### src/hdl/wim_pkg.sv
// ----------------------------------------------------------------------------
// wim_pkg: shared types and codes of the wide integer multiply / divide unit
// Operation codes, status codes and the record that moves down the cell row.
// ----------------------------------------------------------------------------
package wim_pkg;

    localparam int W = 128;

    localparam logic [3:0] K_SMUL_WRAP = 4'd0;
    localparam logic [3:0] K_SMUL_TRAP = 4'd1;
    localparam logic [3:0] K_UMUL_WRAP = 4'd2;
    localparam logic [3:0] K_UMUL_TRAP = 4'd3;
    localparam logic [3:0] K_SDIV_WRAP = 4'd4;
    localparam logic [3:0] K_SDIV_TRAP = 4'd5;
    localparam logic [3:0] K_UDIV      = 4'd6;
    localparam logic [3:0] K_SMOD_WRAP = 4'd7;
    localparam logic [3:0] K_SMOD_TRAP = 4'd8;
    localparam logic [3:0] K_UMOD      = 4'd9;

    localparam logic [1:0] ST_OK  = 2'd0;
    localparam logic [1:0] ST_DZ  = 2'd1;
    localparam logic [1:0] ST_OVF = 2'd2;

    typedef struct packed {
        logic             valid;
        logic [3:0]       kind;
        logic             is_mul;
        logic             is_div;
        logic             neg_q;
        logic             neg_r;
        logic             dz;
        logic             ovf;
        logic [2*W-1:0]   acc;
        logic [2*W-1:0]   opx;
        logic [W-1:0]     opy;
    } cell_t;

endpackage

### src/hdl/wim_cell.sv
// ----------------------------------------------------------------------------
// wim_cell: one step of the multiply / divide row
// Adds one shifted multiplicand or performs one restoring division step.
// ----------------------------------------------------------------------------
module wim_cell (
    input  logic          clk,
    input  logic          rst_n,
    input  logic          en,
    input  wim_pkg::cell_t d_in,
    output wim_pkg::cell_t d_out
);
    import wim_pkg::*;

    cell_t          cell_next;
    cell_t          data_reg;
    logic           valid_reg;
    logic [W:0]     rem_sh;
    logic [W:0]     rem_diff;
    logic           ge;

    always_comb
    begin
        cell_next = d_in;
        rem_sh    = {d_in.acc[W-1:0], d_in.acc[2*W-1]};
        rem_diff  = rem_sh - {1'b0, d_in.opx[W-1:0]};
        ge        = (rem_sh >= {1'b0, d_in.opx[W-1:0]});
        if (d_in.is_mul)
        begin
            if (d_in.opy[0])
            begin
                cell_next.acc = d_in.acc + d_in.opx;
            end
            cell_next.opx = {d_in.opx[2*W-2:0], 1'b0};
            cell_next.opy = {1'b0, d_in.opy[W-1:1]};
        end
        else if (d_in.is_div)
        begin
            cell_next.acc = {d_in.acc[2*W-2:W], 1'b0,
                             (ge ? rem_diff[W-1:0] : rem_sh[W-1:0])};
            cell_next.opy = {d_in.opy[W-2:0], ge};
        end
    end

    always_ff @(posedge clk or negedge rst_n)
    begin
        if (!rst_n)
        begin
            valid_reg <= 1'b0;
        end
        else if (en)
        begin
            valid_reg <= d_in.valid;
        end
    end

    always_ff @(posedge clk)
    begin
        if (en)
        begin
            data_reg <= cell_next;
        end
    end

    always_comb
    begin
        d_out       = data_reg;
        d_out.valid = valid_reg;
    end

endmodule

### config.mk
export PLATFORM = sky130hd
export DESIGN_NAME = wim_cell
export DESIGN_NICKNAME = d
export VERILOG_FILES = /design/src/hdl/wim_pkg.sv /design/src/hdl/wim_cell.sv
export SDC_FILE = /design/constraint.sdc
export NUM_CORES = 2
export LEC_CHECK = 0
export BUFFER_PORTS_ARGS = -buffer_cell sky130_fd_sc_hd__buf_4
export CORE_AREA = 2 2 510 512
export CTS_CLUSTER_DIAMETER = 120
export CTS_CLUSTER_SIZE = 28
export DETAILED_ROUTE_END_ITERATION = 16
export DIE_AREA = 0 0 512 514
export PLACE_DENSITY_LB_ADDON = 0.25
export SYNTH_ARGS = -nofsm -noshare
export SYNTH_HDL_FRONTEND = slang
export SYNTH_SLANG_ARGS = --single-unit
### constraint.sdc
create_clock -name clk -period 1 [get_ports clk]
set_input_delay 0.15 -clock clk [delete_from_list [all_inputs] [get_ports clk]]
set_output_delay 0.15 -clock clk [all_outputs]
set_load 0.02 [all_outputs]
==> results.cfg <==
[power]
ir_worst_vdd_v = 0.00132
total_power_w = 0.125
p_leak_nw = 50.4
power.density_nw_per_um2 = 1100

[placed_design]
gp_congestion = 1.05
placed_area_um2 = 98600
dp_hpwl_mm = 349
placement.io_buffers = 1304

[timing]
finalCriticalPeriod_ps = 3740
rsz0062_at_grt = true
skew_ps = 0
finalSetupViolCount = 1580
slew_headroom_pct = 23.6
fmax_ghz = 0.268
max_slew.worst_pin.slew_ps = 1140
slew_viol_final = 0
period_share_pct = 374
hold_violations = 0
setup_slack_ps = -2740

[routing]
drtPass1Iterations = 8
vias = 80000
finalWirelength_mm = 426
antenna_left = 0
viasPerCell = 5.13
wl_per_cell_um = 27.3
drtIter0Drc = 7196
drc = 0

[setup_path]
r2r-start = valid_reg$_DFFE_PN0P_
cp_max_fo = 9
r2r-end = valid_reg$_DFFE_PN0P_
cpMaxStageDelayCell = a2111oi_4
cp.arrival_ps = 4310
start_kind = input pin
max_stage_delay_ps = 330
reg2reg_depth = 1
crit_top_cell = buf_12
endpoint_kind = flip-flop
crit_chain = buf_4, ha_4, buf_6, nand4_1, o221ai_2, a221o_1, inv_2, a2111oi_4, buf_4, o211ai_1, buf_4, a21oi_4, buf_12, a41o_1, a21o_1, a21o_2, a41oi_4, buf_12, buf_12, buf_16, buf_12, mux2i_4, a211o_1, o21ai_1
crit_type = input pin to flip-flop
reg2reg_slack_ps = 250
cp.required_ps = 1570

[clock_network]
cts_tree = done
clk_pin_slew_ps = 110
clock-sinks = 651
ctsLongestPathBuffers = 3
cts_buffers = 44
cts_root_buf = clkbuf_16
cts_max_level = 2
clkLatencyLatePin_ps = 760

[global_routing]
globalRouteOverflowTotal = 0
grt_max_degree = 130
grt_pass1_vias = 79500
grt.total_usage_pct = 30.6
grt_first_pass_wirelength_mm = 583
antenna_found_initial = 82

[cells_and_area]
layout_commonest_cell = buf_4
largest_reg_flops = 650
postLayoutCellArea_um2 = 114000
fin_nets = 13200
syn_to_final_growth_pct = 88.0
drive_above_1_share_pct = 46.4
layout_common_cells = 4284 x buf_4, 817 x nand2_1, 704 x dlygate4sd3_1

[synth]
netlist_instances = 7269
yosysWarnings = 0
synth_edf_count = 650
yosysTopAreaCellShare_pct = 32.2
post-synth-top-area-cell = edfxtp_1
ys.flop_type = edfxtp_1
ys_ff_latch = 651
avgSynthCellArea_um2 = 8.34
yosys-top-cells-area = edfxtp_1 32%, ha_1 7.9%, a21oi_1 7.3%
syn_nets = 8308
yosysSeqAreaShare_pct = 32.2
syn_area_um2 = 60600
synth-async-reset-ratio_pct = 0.154
synth_cell_types = 94

[job]
maxCapViolCount = 0

[min_path]
hold_path_end = d_out[531]$_DFFE_PP_
hp-start = d_in[530]
hold_class = input pin to flip-flop
hold_depth = 4

[floorplanning]
die_area_um2 = 263000
io_pins = 1305
dieWidth_um = 512
design.core.area_um2 = 258000
fp-row-count = 187
start_util_pct = 23.5
die_h_um = 514

[outcome]
violations = setup timing
run_status = finished, violations left
-- critical path, delay by kind of cell --
family          cells  cell delay (ps)
compound gates     11             2030
buf+inv            10             1480
fa+ha+maj           1              290
mux                 1              180
simple gates        1              110
-- logic make-up (layout without fill, tap and decap cells) --
family | after synthesis | in the layout | share of synthesized area [%]
compound gates | 2627 | 2627 | 26.3
simple gates | 2013 | 2013 | 14.9
buf+inv | 726 | 5620 | 4.62
flops | 651 | 651 | 32.2
mux | 501 | 501 | 8.68
fa+ha+maj | 385 | 385 | 7.97
xor+xnor | 366 | 366 | 5.29
other cells | 0 | 42 | 0
-- synth_stat cells, drive strengths merged, types with 10 or more instances --
| cell | instances |
|---|---|
| nand4 | 216 |
| nor2b | 51 |
| edfxtp | 650 |
| o2bb2ai | 35 |
| or4 | 12 |
| o21bai | 146 |
| and4 | 18 |
| o31ai | 31 |
| a211oi | 61 |
| clkbuf | 379 |
| a21boi | 38 |
| ha | 383 |
| buf | 56 |
| a21o | 173 |
| a211o | 36 |
| and3 | 21 |
| mux2i | 304 |
| a221oi | 27 |
| nor3 | 89 |
| o221ai | 26 |
| nand3 | 76 |
| nor4 | 38 |
| nor2 | 533 |
| a41oi | 13 |
| or3 | 25 |
| xor2 | 136 |
| o22ai | 61 |
| o211ai | 74 |
| and2 | 15 |
| nand2b | 27 |
| o221a | 17 |
| a22oi | 10 |
| a31oi | 57 |
| a21oi | 883 |
| xnor2 | 230 |
| o21a | 60 |
| o21ai | 782 |
| mux2 | 197 |
| nand2 | 860 |
| a221o | 14 |
| or2 | 17 |
| o41ai | 15 |
| inv | 291 |
-- layer usage --
metal / track usage [%] / share of wire (%)
met2: 48.7 / 44
met4: 18.1 / 7.2
met1: 37.8 / 41
met3: 6.92 / 7.7
met5: 0 / 0.064
-- stage by stage --
step                      utilization, %  hold WS (ps)  cells  setup TNS [ps]  setup WS (ps)
final                               44.2          5.21  15600        -1032940          -2740
after CTS                           42.9         0.257  15500        -1013050          -2660
after global placement              38.2         -73.9  14600        -1246540          -4690
after global routing                44.2          7.25  15600        -1068210          -2800
after floorplan                        -          -146   7269         -881840          -2510
after detailed placement            38.2         -74.5  14600        -1249350          -4620
-- area by class of cell --
type / instances / area (um2)
diodes: 42 / 105
clock buffers: 44 / 1100
clock inverters: 31 / 586
fillers: 25500 / 144000
inverters: 291 / 1140
multi-input cells: 5892 / 43800
flip-flops and latches: 651 / 19500
well taps: 3402 / 4260
repair buffers: 5254 / 43500
-- worst max path at each step --
stage / end / slack [ps] / from / cells after the start
2_1_floorplan: d_out[639]$_DFFE_PP_ / -2510 / d_in[445] / 16
3_3_place_gp: d_out[623]$_DFFE_PP_ / -4690 / d_in[244] / 21
3_5_place_dp: d_out[623]$_DFFE_PP_ / -4620 / d_in[244] / 21
4_1_cts: d_out[639]$_DFFE_PP_ / -2660 / d_in[198] / 19
5_1_grt: d_out[417]$_DFFE_PP_ / -2800 / d_in[135] / 25
6_report: d_out[417]$_DFFE_PP_ / -2740 / d_in[392] / 24
-- repair_timing --
action / CTS / global route
hold buffers: 702 / 2
setup buffers: 85 / 126
setup endpoints to repair: 918 / 1598
hold endpoints to repair: 612 / 2
pin swaps: 179 / 276
gates cloned: 4 / 7
gates resized for setup: 525 / 502
-- power breakdown --
part / leakage, nW / switching, W / internal (W)
registers: 6.36 / 0.00164 / 0.0336
logic: 43.3 / 0.0357 / 0.0317
clock network: 0.790 / 0.0136 / 0.00917
total: 50.4 / 0.0509 / 0.0745
Power figures use the tool's default switching activity.
